`src/rtl/core/pidc_pkg.sv`:
```
// Shared types and constants for the PID controller step core.
`timescale 1ns / 1ps
`default_nettype none

package pidc_pkg;

  localparam int unsigned ERR_W   = 17;
  localparam int unsigned ISUM_W  = 31;
  localparam int unsigned SUM_W   = 48;
  localparam int unsigned DRIVE_W = 32;
  localparam int unsigned CIDX_W  = 3;
  localparam int unsigned CDAT_W  = 32;

  localparam logic [CIDX_W-1:0] REG_GAIN_P         = 3'd0;
  localparam logic [CIDX_W-1:0] REG_GAIN_I         = 3'd1;
  localparam logic [CIDX_W-1:0] REG_GAIN_D         = 3'd2;
  localparam logic [CIDX_W-1:0] REG_LOOP_MODE      = 3'd3;
  localparam logic [CIDX_W-1:0] REG_ERROR_LIMIT    = 3'd4;
  localparam logic [CIDX_W-1:0] REG_INTEGRAL_LIMIT = 3'd5;
  localparam logic [CIDX_W-1:0] REG_DRIVE_MAX      = 3'd6;
  localparam logic [CIDX_W-1:0] REG_DRIVE_MIN      = 3'd7;

  localparam logic [1:0] MODE_PI  = 2'd0;
  localparam logic [1:0] MODE_PD  = 2'd1;
  localparam logic [1:0] MODE_PID = 2'd2;

  localparam logic signed [SUM_W-1:0] SUM_INT32_MAX = 48'sh0000_7FFF_FFFF;
  localparam logic signed [SUM_W-1:0] SUM_INT32_MIN = -48'sh0000_8000_0000;

  typedef enum logic [1:0] {
    SAT_NONE,
    SAT_POS,
    SAT_NEG
  } sat_t;

  typedef struct packed {
    logic        [14:0] gain_p;
    logic        [14:0] gain_i;
    logic        [14:0] gain_d;
    logic        [1:0]  loop_mode;
    logic        [14:0] error_limit;
    logic        [29:0] integral_limit;
    logic signed [31:0] drive_max;
    logic signed [31:0] drive_min;
  } cfg_t;

  typedef struct packed {
    sat_t                     p_sat;
    logic signed [ERR_W-1:0]  err;
    sat_t                     i_sat;
    logic signed [ISUM_W-1:0] isum;
    logic signed [ERR_W-1:0]  ddiff;
    logic                     use_i;
    logic                     use_d;
  } err_stage_t;

  typedef struct packed {
    logic signed [SUM_W-1:0] sum;
    logic                    use_d;
  } sum_stage_t;

endpackage

`default_nettype wire

```
`src/rtl/core/pid_controller_step_core.sv`:
```
// Top level of the fixed-point PID controller step core.
//
//  channel | signals                                   | role
//  --------+-------------------------------------------+-------------------------------
//  in      | in_valid, in_ready, setpoint, measured    | one sample per transaction
//  out     | out_valid, out_ready, drive               | one drive value per sample
//  cfg     | cfg_valid, cfg_ready, cfg_index, cfg_data | register write, index 0..7
//
//  One sample per cycle sustained while out_ready is high; samples pass the s0,
//  es, pr, ss, q and drive registers. The accumulate-and-clamp loop feeds error_sum back directly.
//  Reset clears all valid flags, error_sum and last_measured, and loads the
//  register defaults. Each stage holds while its successor is full and stalled,
//  so in_ready drops only when the output register is held.
`timescale 1ns / 1ps
`default_nettype none

module pid_controller_step_core #(
  parameter int unsigned SCALE_SHIFT  = 7,
  parameter int unsigned P_TERM_LIMIT = 32767,
  parameter int unsigned I_TERM_LIMIT = 1073741823
) (
  input  wire                          clk,
  input  wire                          rst,
  input  wire                          in_valid,
  output logic                         in_ready,
  input  wire  signed [15:0]           setpoint,
  input  wire  signed [15:0]           measured,
  output logic                         out_valid,
  input  wire                          out_ready,
  output logic signed [31:0]           drive,
  input  wire                          cfg_valid,
  output logic                         cfg_ready,
  input  wire  [pidc_pkg::CIDX_W-1:0]  cfg_index,
  input  wire  [pidc_pkg::CDAT_W-1:0]  cfg_data
);
  import pidc_pkg::*;

  cfg_t       cfg;
  logic       es_valid;
  logic       es_ready;
  err_stage_t es;
  logic       ss_valid;
  logic       ss_ready;
  sum_stage_t ss;

  pidc_cfg u_cfg (
    .clk       (clk),
    .rst       (rst),
    .cfg_valid (cfg_valid),
    .cfg_ready (cfg_ready),
    .cfg_index (cfg_index),
    .cfg_data  (cfg_data),
    .cfg       (cfg)
  );

  pidc_front u_front (
    .clk      (clk),
    .rst      (rst),
    .cfg      (cfg),
    .in_valid (in_valid),
    .in_ready (in_ready),
    .setpoint (setpoint),
    .measured (measured),
    .es_valid (es_valid),
    .es_ready (es_ready),
    .es       (es)
  );

  pidc_terms #(
    .P_TERM_LIMIT (P_TERM_LIMIT),
    .I_TERM_LIMIT (I_TERM_LIMIT)
  ) u_terms (
    .clk      (clk),
    .rst      (rst),
    .cfg      (cfg),
    .es_valid (es_valid),
    .es_ready (es_ready),
    .es       (es),
    .ss_valid (ss_valid),
    .ss_ready (ss_ready),
    .ss       (ss)
  );

  pidc_out #(
    .SCALE_SHIFT (SCALE_SHIFT)
  ) u_out (
    .clk       (clk),
    .rst       (rst),
    .cfg       (cfg),
    .ss_valid  (ss_valid),
    .ss_ready  (ss_ready),
    .ss        (ss),
    .out_valid (out_valid),
    .out_ready (out_ready),
    .drive     (drive)
  );

  a_stall_source: assert property (@(posedge clk) disable iff (rst)
    !in_ready |-> (out_valid && !out_ready))
    else $error("input stalled without a held result");

endmodule

`default_nettype wire

```
`src/rtl/core/pidc_cfg.sv`:
```
// Configuration register file of the PID controller step core.
`timescale 1ns / 1ps
`default_nettype none

module pidc_cfg (
  input  wire                          clk,
  input  wire                          rst,
  input  wire                          cfg_valid,
  output logic                         cfg_ready,
  input  wire  [pidc_pkg::CIDX_W-1:0]  cfg_index,
  input  wire  [pidc_pkg::CDAT_W-1:0]  cfg_data,
  output pidc_pkg::cfg_t               cfg
);
  import pidc_pkg::*;

  assign cfg_ready = 1'b1;

  always_ff @(posedge clk) begin
    if (rst) begin
      cfg.gain_p         <= '0;
      cfg.gain_i         <= '0;
      cfg.gain_d         <= '0;
      cfg.loop_mode      <= MODE_PID;
      cfg.error_limit    <= 15'h7FFF;
      cfg.integral_limit <= 30'h3FFF_FFFF;
      cfg.drive_max      <= 32'sh7FFF_FFFF;
      cfg.drive_min      <= -32'sh8000_0000;
    end else if (cfg_valid) begin
      unique case (cfg_index)
        REG_GAIN_P:         cfg.gain_p         <= cfg_data[14:0];
        REG_GAIN_I:         cfg.gain_i         <= cfg_data[14:0];
        REG_GAIN_D:         cfg.gain_d         <= cfg_data[14:0];
        REG_LOOP_MODE:      cfg.loop_mode      <= cfg_data[1:0];
        REG_ERROR_LIMIT:    cfg.error_limit    <= cfg_data[14:0];
        REG_INTEGRAL_LIMIT: cfg.integral_limit <= cfg_data[29:0];
        REG_DRIVE_MAX:      cfg.drive_max      <= $signed(cfg_data);
        REG_DRIVE_MIN:      cfg.drive_min      <= $signed(cfg_data);
        default: ;
      endcase
    end
  end

endmodule

`default_nettype wire

```
`src/rtl/core/pidc_front.sv`:
```
// Input register, error, integral accumulator and derivative difference.
`timescale 1ns / 1ps
`default_nettype none

module pidc_front (
  input  wire                      clk,
  input  wire                      rst,
  input  pidc_pkg::cfg_t           cfg,
  input  wire                      in_valid,
  output logic                     in_ready,
  input  wire  signed [15:0]       setpoint,
  input  wire  signed [15:0]       measured,
  output logic                     es_valid,
  input  wire                      es_ready,
  output pidc_pkg::err_stage_t     es
);
  import pidc_pkg::*;

  logic                     s0_valid;
  logic signed [15:0]       s0_sp;
  logic signed [15:0]       s0_pv;
  logic                     s1_load;
  logic                     s0_fire;
  logic signed [ISUM_W-1:0] error_sum;
  logic signed [ISUM_W-1:0] error_sum_next;
  logic signed [15:0]       last_measured;
  logic signed [ERR_W-1:0]  err;
  logic signed [ERR_W-1:0]  lim;
  logic signed [31:0]       t;
  logic signed [31:0]       ilim;
  logic                     use_i;
  logic                     use_d;
  err_stage_t               es_next;

  assign s1_load  = !es_valid || es_ready;
  assign in_ready = !s0_valid || s1_load;
  assign s0_fire  = s0_valid && s1_load;

  assign use_i = (cfg.loop_mode != MODE_PD);
  assign use_d = (cfg.loop_mode != MODE_PI);

  always_comb begin
    err  = ERR_W'(s0_sp) - ERR_W'(s0_pv);
    lim  = $signed({2'b00, cfg.error_limit});
    t    = 32'(error_sum) + 32'(err);
    ilim = $signed({2'b00, cfg.integral_limit});

    es_next.err   = err;
    es_next.use_i = use_i;
    es_next.use_d = use_d;
    es_next.ddiff = ERR_W'(last_measured) - ERR_W'(s0_pv);

    if (err > lim) begin
      es_next.p_sat = SAT_POS;
    end else if (err < -lim) begin
      es_next.p_sat = SAT_NEG;
    end else begin
      es_next.p_sat = SAT_NONE;
    end

    if (t > ilim) begin
      es_next.i_sat  = SAT_POS;
      error_sum_next = ilim[ISUM_W-1:0];
    end else if (t < -ilim) begin
      es_next.i_sat  = SAT_NEG;
      error_sum_next = ISUM_W'(-ilim);
    end else begin
      es_next.i_sat  = SAT_NONE;
      error_sum_next = t[ISUM_W-1:0];
    end
    es_next.isum = error_sum_next;
  end

  always_ff @(posedge clk) begin
    if (rst) begin
      s0_valid      <= 1'b0;
      es_valid      <= 1'b0;
      error_sum     <= '0;
      last_measured <= '0;
    end else begin
      if (in_ready) begin
        s0_valid <= in_valid;
      end
      if (s1_load) begin
        es_valid <= s0_valid;
      end
      if (s0_fire) begin
        last_measured <= s0_pv;
        if (use_i) begin
          error_sum <= error_sum_next;
        end
      end
    end
  end

  always_ff @(posedge clk) begin
    if (in_ready) begin
      s0_sp <= setpoint;
      s0_pv <= measured;
    end
    if (s1_load) begin
      es <= es_next;
    end
  end

  a_sum_bounded: assert property (@(posedge clk) disable iff (rst)
    (s0_fire && use_i) |=>
      (32'(error_sum) <= $past(ilim) && 32'(error_sum) >= -$past(ilim)))
    else $error("error_sum left its clamp range");

  a_last_meas: assert property (@(posedge clk) disable iff (rst)
    s0_fire |=> (last_measured == $past(s0_pv)))
    else $error("last_measured not updated by a step");

endmodule

`default_nettype wire

```
`src/rtl/core/pidc_terms.sv`:
```
// Proportional, integral and derivative products and their sum.
`timescale 1ns / 1ps
`default_nettype none

module pidc_terms #(
  parameter int unsigned P_TERM_LIMIT = 32767,
  parameter int unsigned I_TERM_LIMIT = 1073741823
) (
  input  wire                      clk,
  input  wire                      rst,
  input  pidc_pkg::cfg_t           cfg,
  input  wire                      es_valid,
  output logic                     es_ready,
  input  pidc_pkg::err_stage_t     es,
  output logic                     ss_valid,
  input  wire                      ss_ready,
  output pidc_pkg::sum_stage_t     ss
);
  import pidc_pkg::*;

  localparam logic signed [31:0]      P_LIM = 32'(P_TERM_LIMIT);
  localparam logic signed [SUM_W-1:0] I_LIM = SUM_W'(I_TERM_LIMIT);

  logic                    pr_valid;
  logic                    pr_load;
  logic                    ss_load;
  logic signed [32:0]      p_prod;
  logic signed [SUM_W-1:0] i_prod;
  logic signed [32:0]      d_prod;
  logic signed [31:0]      pterm_next;
  logic signed [SUM_W-1:0] iterm_next;
  logic signed [31:0]      dterm_next;
  logic signed [31:0]      pterm;
  logic signed [SUM_W-1:0] iterm;
  logic signed [31:0]      dterm;
  logic                    pr_use_d;

  assign ss_load  = !ss_valid || ss_ready;
  assign pr_load  = !pr_valid || ss_load;
  assign es_ready = pr_load;

  always_comb begin
    p_prod = $signed({1'b0, cfg.gain_p}) * es.err;
    i_prod = $signed({1'b0, cfg.gain_i}) * es.isum;
    d_prod = $signed({1'b0, cfg.gain_d}) * es.ddiff;

    case (es.p_sat)
      SAT_POS: pterm_next = P_LIM;
      SAT_NEG: pterm_next = -P_LIM;
      default: pterm_next = p_prod[31:0];
    endcase

    if (!es.use_i) begin
      iterm_next = '0;
    end else begin
      case (es.i_sat)
        SAT_POS: iterm_next = I_LIM;
        SAT_NEG: iterm_next = -I_LIM;
        default: iterm_next = i_prod;
      endcase
    end

    dterm_next = es.use_d ? d_prod[31:0] : '0;
  end

  always_ff @(posedge clk) begin
    if (rst) begin
      pr_valid <= 1'b0;
      ss_valid <= 1'b0;
    end else begin
      if (pr_load) begin
        pr_valid <= es_valid;
      end
      if (ss_load) begin
        ss_valid <= pr_valid;
      end
    end
  end

  always_ff @(posedge clk) begin
    if (pr_load) begin
      pterm    <= pterm_next;
      iterm    <= iterm_next;
      dterm    <= dterm_next;
      pr_use_d <= es.use_d;
    end
    if (ss_load) begin
      ss.sum   <= SUM_W'(pterm) + iterm + SUM_W'(dterm);
      ss.use_d <= pr_use_d;
    end
  end

endmodule

`default_nettype wire

```
`src/rtl/core/pidc_out.sv`:
```
// Scaling toward zero, output clamp and output register.
`timescale 1ns / 1ps
`default_nettype none

module pidc_out #(
  parameter int unsigned SCALE_SHIFT = 7
) (
  input  wire                      clk,
  input  wire                      rst,
  input  pidc_pkg::cfg_t           cfg,
  input  wire                      ss_valid,
  output logic                     ss_ready,
  input  pidc_pkg::sum_stage_t     ss,
  output logic                     out_valid,
  input  wire                      out_ready,
  output logic signed [31:0]       drive
);
  import pidc_pkg::*;

  localparam logic signed [SUM_W-1:0] BIAS = SUM_W'((64'd1 << SCALE_SHIFT) - 64'd1);

  logic                    q_valid;
  logic                    q_load;
  logic                    o_load;
  logic signed [SUM_W-1:0] q;
  logic signed [SUM_W-1:0] q_round;
  logic                    q_use_d;
  logic                    o_use_d;
  logic signed [SUM_W-1:0] dmax;
  logic signed [SUM_W-1:0] dmin;
  logic signed [31:0]      drive_next;

  assign o_load   = !out_valid || out_ready;
  assign q_load   = !q_valid || o_load;
  assign ss_ready = q_load;

  assign dmax = SUM_W'(cfg.drive_max);
  assign dmin = SUM_W'(cfg.drive_min);

  // negative sums are biased so the arithmetic shift truncates toward zero
  assign q_round = ss.sum[SUM_W-1] ? (ss.sum + BIAS) : ss.sum;

  always_comb begin
    if (q_use_d) begin
      if (q > dmax) begin
        drive_next = cfg.drive_max;
      end else if (q < dmin) begin
        drive_next = cfg.drive_min;
      end else begin
        drive_next = q[31:0];
      end
    end else begin
      if (q > SUM_INT32_MAX) begin
        drive_next = SUM_INT32_MAX[31:0];
      end else if (q < SUM_INT32_MIN) begin
        drive_next = SUM_INT32_MIN[31:0];
      end else begin
        drive_next = q[31:0];
      end
    end
  end

  always_ff @(posedge clk) begin
    if (rst) begin
      q_valid   <= 1'b0;
      out_valid <= 1'b0;
    end else begin
      if (q_load) begin
        q_valid <= ss_valid;
      end
      if (o_load) begin
        out_valid <= q_valid;
      end
    end
  end

  always_ff @(posedge clk) begin
    if (q_load) begin
      q       <= q_round >>> SCALE_SHIFT;
      q_use_d <= ss.use_d;
    end
    if (o_load) begin
      drive   <= drive_next;
      o_use_d <= q_use_d;
    end
  end

  a_drive_clamped: assert property (@(posedge clk) disable iff (rst)
    (out_valid && o_use_d && cfg.drive_min <= cfg.drive_max) |->
      (drive <= cfg.drive_max && drive >= cfg.drive_min))
    else $error("PD/PID drive outside its limits");

endmodule

`default_nettype wire

```
`config.mk`:
```
export PLATFORM = sky130hd
export DESIGN_NAME = pid_controller_step_core
export DESIGN_NICKNAME = d
export VERILOG_FILES = /design/src/rtl/core/pidc_pkg.sv /design/src/rtl/core/pid_controller_step_core.sv /design/src/rtl/core/pidc_cfg.sv /design/src/rtl/core/pidc_front.sv /design/src/rtl/core/pidc_terms.sv /design/src/rtl/core/pidc_out.sv
export SDC_FILE = /design/constraint.sdc
export NUM_CORES = 2
export LEC_CHECK = 0
export BUFFER_PORTS_ARGS = -buffer_cell sky130_fd_sc_hd__buf_2
export CAP_MARGIN = 20
export CORE_MARGIN = 2
export CORE_UTILIZATION = 35
export DETAILED_ROUTE_END_ITERATION = 10
export GPL_TIMING_DRIVEN = 0
export PLACE_DENSITY_LB_ADDON = 0.05
export SYNTH_ARGS = -nofsm -noshare
export SYNTH_HDL_FRONTEND = slang
export SYNTH_HIERARCHICAL = 1
export SYNTH_SLANG_ARGS = --single-unit
export TNS_END_PERCENT = 10
```
`constraint.sdc`:
```
create_clock -name clk -period 22.9 [get_ports clk]
set_input_delay 3.435 -clock clk [delete_from_list [all_inputs] [get_ports clk]]
set_output_delay 3.435 -clock clk [all_outputs]
set_load 0.005 [all_outputs]
```
==> out/qor.csv <==
metric,value,unit
CP max stage delay,710,ps
Pleak,36.1,nW
Std-Cell Rows,163,
initial drt markers,3244,
Hold Fails Final Rpt,0,
highest clock rate,96.3,MHz
Core Area,197000,µm²
Worst-path clk slew,50,ps
placer congestion estimate,0.931,
Synth top area share,0.288,
"top cells by area, synth","fa_1 29%, edfxtp_1 15%, ha_1 10%, inv_1 6.7%, dfxtp_1 6.0%",
Seq cells post-synth,547,
final antenna-violating net count,0,
CTS sink cnt,547,
DR WL/cell,23.8,µm
post-cts repair resize count,0,
CP Capture Type,output port,
IO Count,107,
"Top cell by count, worst path",nor2b_1,
Finished Core Util,0.384,
RSZ-0062 raised after global routing,no,
clock root buffer,clkbuf_16,
antenna violations before repair,6,
Final Total Pwr,0.00603,W
first-pass GRT wire length,364000,µm
post-CTS setup buffer count,0,
vias in the first global route,54119,
pwr/cell area,79.5,nW/µm²
largest net degree at the start of global routing,58,
share of flip-flops with an asynchronous set or reset,0,
"count leader, synth",inv_1,
Max transition margin,0.215,
Synth Net Count,8935,
crit-path max FO,57,
Synth top cells by count,"1246 x inv_1, 1000 x fa_1, 833 x nand2_1",
worst min-delay path class,reg2reg,
final setup fails,0,
Die Wd,450,µm
cells along the critical path,buf_2 -> nor2b_1 -> nand2_2 -> nor2b_1 -> nand2_4 -> buf_16 -> nor2b_1 -> nand2_2 -> buf_2,
maximum root-to-sink buffer count,3,
sequential area share after synthesis,0.206,
yosys warns,6,
initial core utilization,0.352,
hold_buf cts,0,
"Clk Latency, worst-skew pair",710,ps
Final #Nets,9126,
routed vias/inst,5.04,
syn avg cell area,9.52,µm²
remaining global-route overflow,0,
WL final,243000,µm
gr usage total,0.243,
Pre-Repair DR Iteration Count,5,
worst setup path category,in2out,
max_cap viols,0,
unique cell type count in the Yosys netlist,113,
Final TNS setup,0,ps
dominant cell type by area after synthesis,fa_1,
total CTS buffers,70,
CP arrival,6940,ps
Mapped Area,69500,µm²
CTS tree,done,
Multi-input gate area,49300,µm²
layout cells sized above 1,0.0543,
FF+latch area,14300,µm²
H-tree depth,3,
Die Y-Extent,450,µm
top_reg_cell synth,edfxtp_1,
outcome,"finished, final reports clean",
VDD IR-drop max,0.0000644,V
Post-Synthesis Cells,7302,
Slew @ Worst Pin,1170,ps
Setup Skew,51.3,ps
hpwl dp,204000,µm
P&R area growth vs syn,9.09,%
Tcrit/Tclk final,0.453,
vias,51356,
Fillers,20232,
WP data required,19470,ps
critical path launch point type,input port,
Post-route DRC,0,
fin crit period,10380,ps
die area,202000,µm²
slowest CP cell,nor2b_1,
Buffers on Ports,105,
"EDFF count, synth",338,
final count of pins violating max slew,0,
-- worst max-delay path: cells and delay by family --
| family | cells | cell delay [ps] |
|---|---|---|
| and+or+nand+nor | 6 | 2740 |
| buffers and inverters | 3 | 700 |
-- layer usage --
metal,up-vias,global-route usage,share of wire
met5,-,0,0
met4,0,0.0709,0.031
met3,244,0.0325,0.047
met2,1134,0.393,0.46
met1,26003,0.337,0.46
li1,23975,-,-
-- logic make-up after synthesis --
kind of cell    count (synthesis)  share of synthesized area
xor+xnor                      268                     0.0339
buf+inv                      1535                     0.0857
other cells                     1                  0.0000539
mux                           202                     0.0314
flops                         547                      0.206
simple gates                 2203                      0.158
fa+ha+maj                    1562                      0.389
compound gates                984                     0.0962
-- worst paths after layout --
| path | start | end | slack, ps | cells past startpoint |
|---|---|---|---|---|
| max | out_ready | in_ready | 12520 | 9 |
| max reg2reg | u_front/s0_pv[1]$_DFFE_PP_ | u_front/es[35]$_DFFE_PN_ | 13080 | 34 |
| min reg2reg | u_terms/pr_use_d$_DFFE_PP_ | u_terms/ss[0]$_DFFE_PP_ | 420 | 0 |
| min | u_terms/pr_use_d$_DFFE_PP_ | u_terms/ss[0]$_DFFE_PP_ | 420 | 0 |
-- cell usage in the layout (no fill, tap or decap), types with 168 or more instances in the layout --
cell type,count
a21oi_1,297
ha_1,561
edfxtp_1,338
nand2_1,830
o21ai_0,168
xnor2_1,202
nor2_1,330
fa_1,1000
and2_1,474
clkbuf_1,241
inv_1,1244
mux2i_1,170
dfxtp_1,209
-- flip-flops by register name (all words and copies together) (netlist names), 16 cells and up --
name and cells:
u_out/q 41, u_terms/iterm 47, u_front/es 71, u_terms/ss 49, u_front/s0_pv 16, u_front/last_measured 16
u_terms/pterm 32, u_out/drive 32, u_front/error_sum 31, u_front/s0_sp 16, u_terms/dterm 32, u_cfg/cfg 156
-- area by class of cell --
cell class	count	share of cell area
well taps	2640	0.0435
clock inverters	30	0.00363
inverters	1246	0.0617
diodes	11	0.000363
flip-flops and latches	547	0.189
clock buffers	97	0.0257
plain buffers	289	0.0169
multi-input cells	5220	0.650
repair buffers	119	0.00976
-- metrics by stage --
| step | setup WS (ps) | cell area [µm²] | std cells | hold WS (ps) |
|---|---|---|---|---|
| 6_report | 12520 | 75900 | 10199 | 421 |
| 5_1_grt | 12330 | 75800 | 10189 | 441 |
| 4_1_cts | 12540 | 75800 | 10188 | 421 |
| 3_5_place_dp | 12550 | 73600 | 10061 | 407 |
| 3_3_place_gp | 6690 | 73400 | 10047 | 419 |
| 2_1_floorplan | 11150 | 69500 | 7302 | 400 |
-- power breakdown --
part | internal, W | switching, W | leakage (nW)
logic | 0.00110 | 0.00203 | 29.6
registers | 0.00142 | 0.000386 | 5.40
clock network | 0.000615 | 0.000481 | 1.09
(Power assumes the default switching activity.)
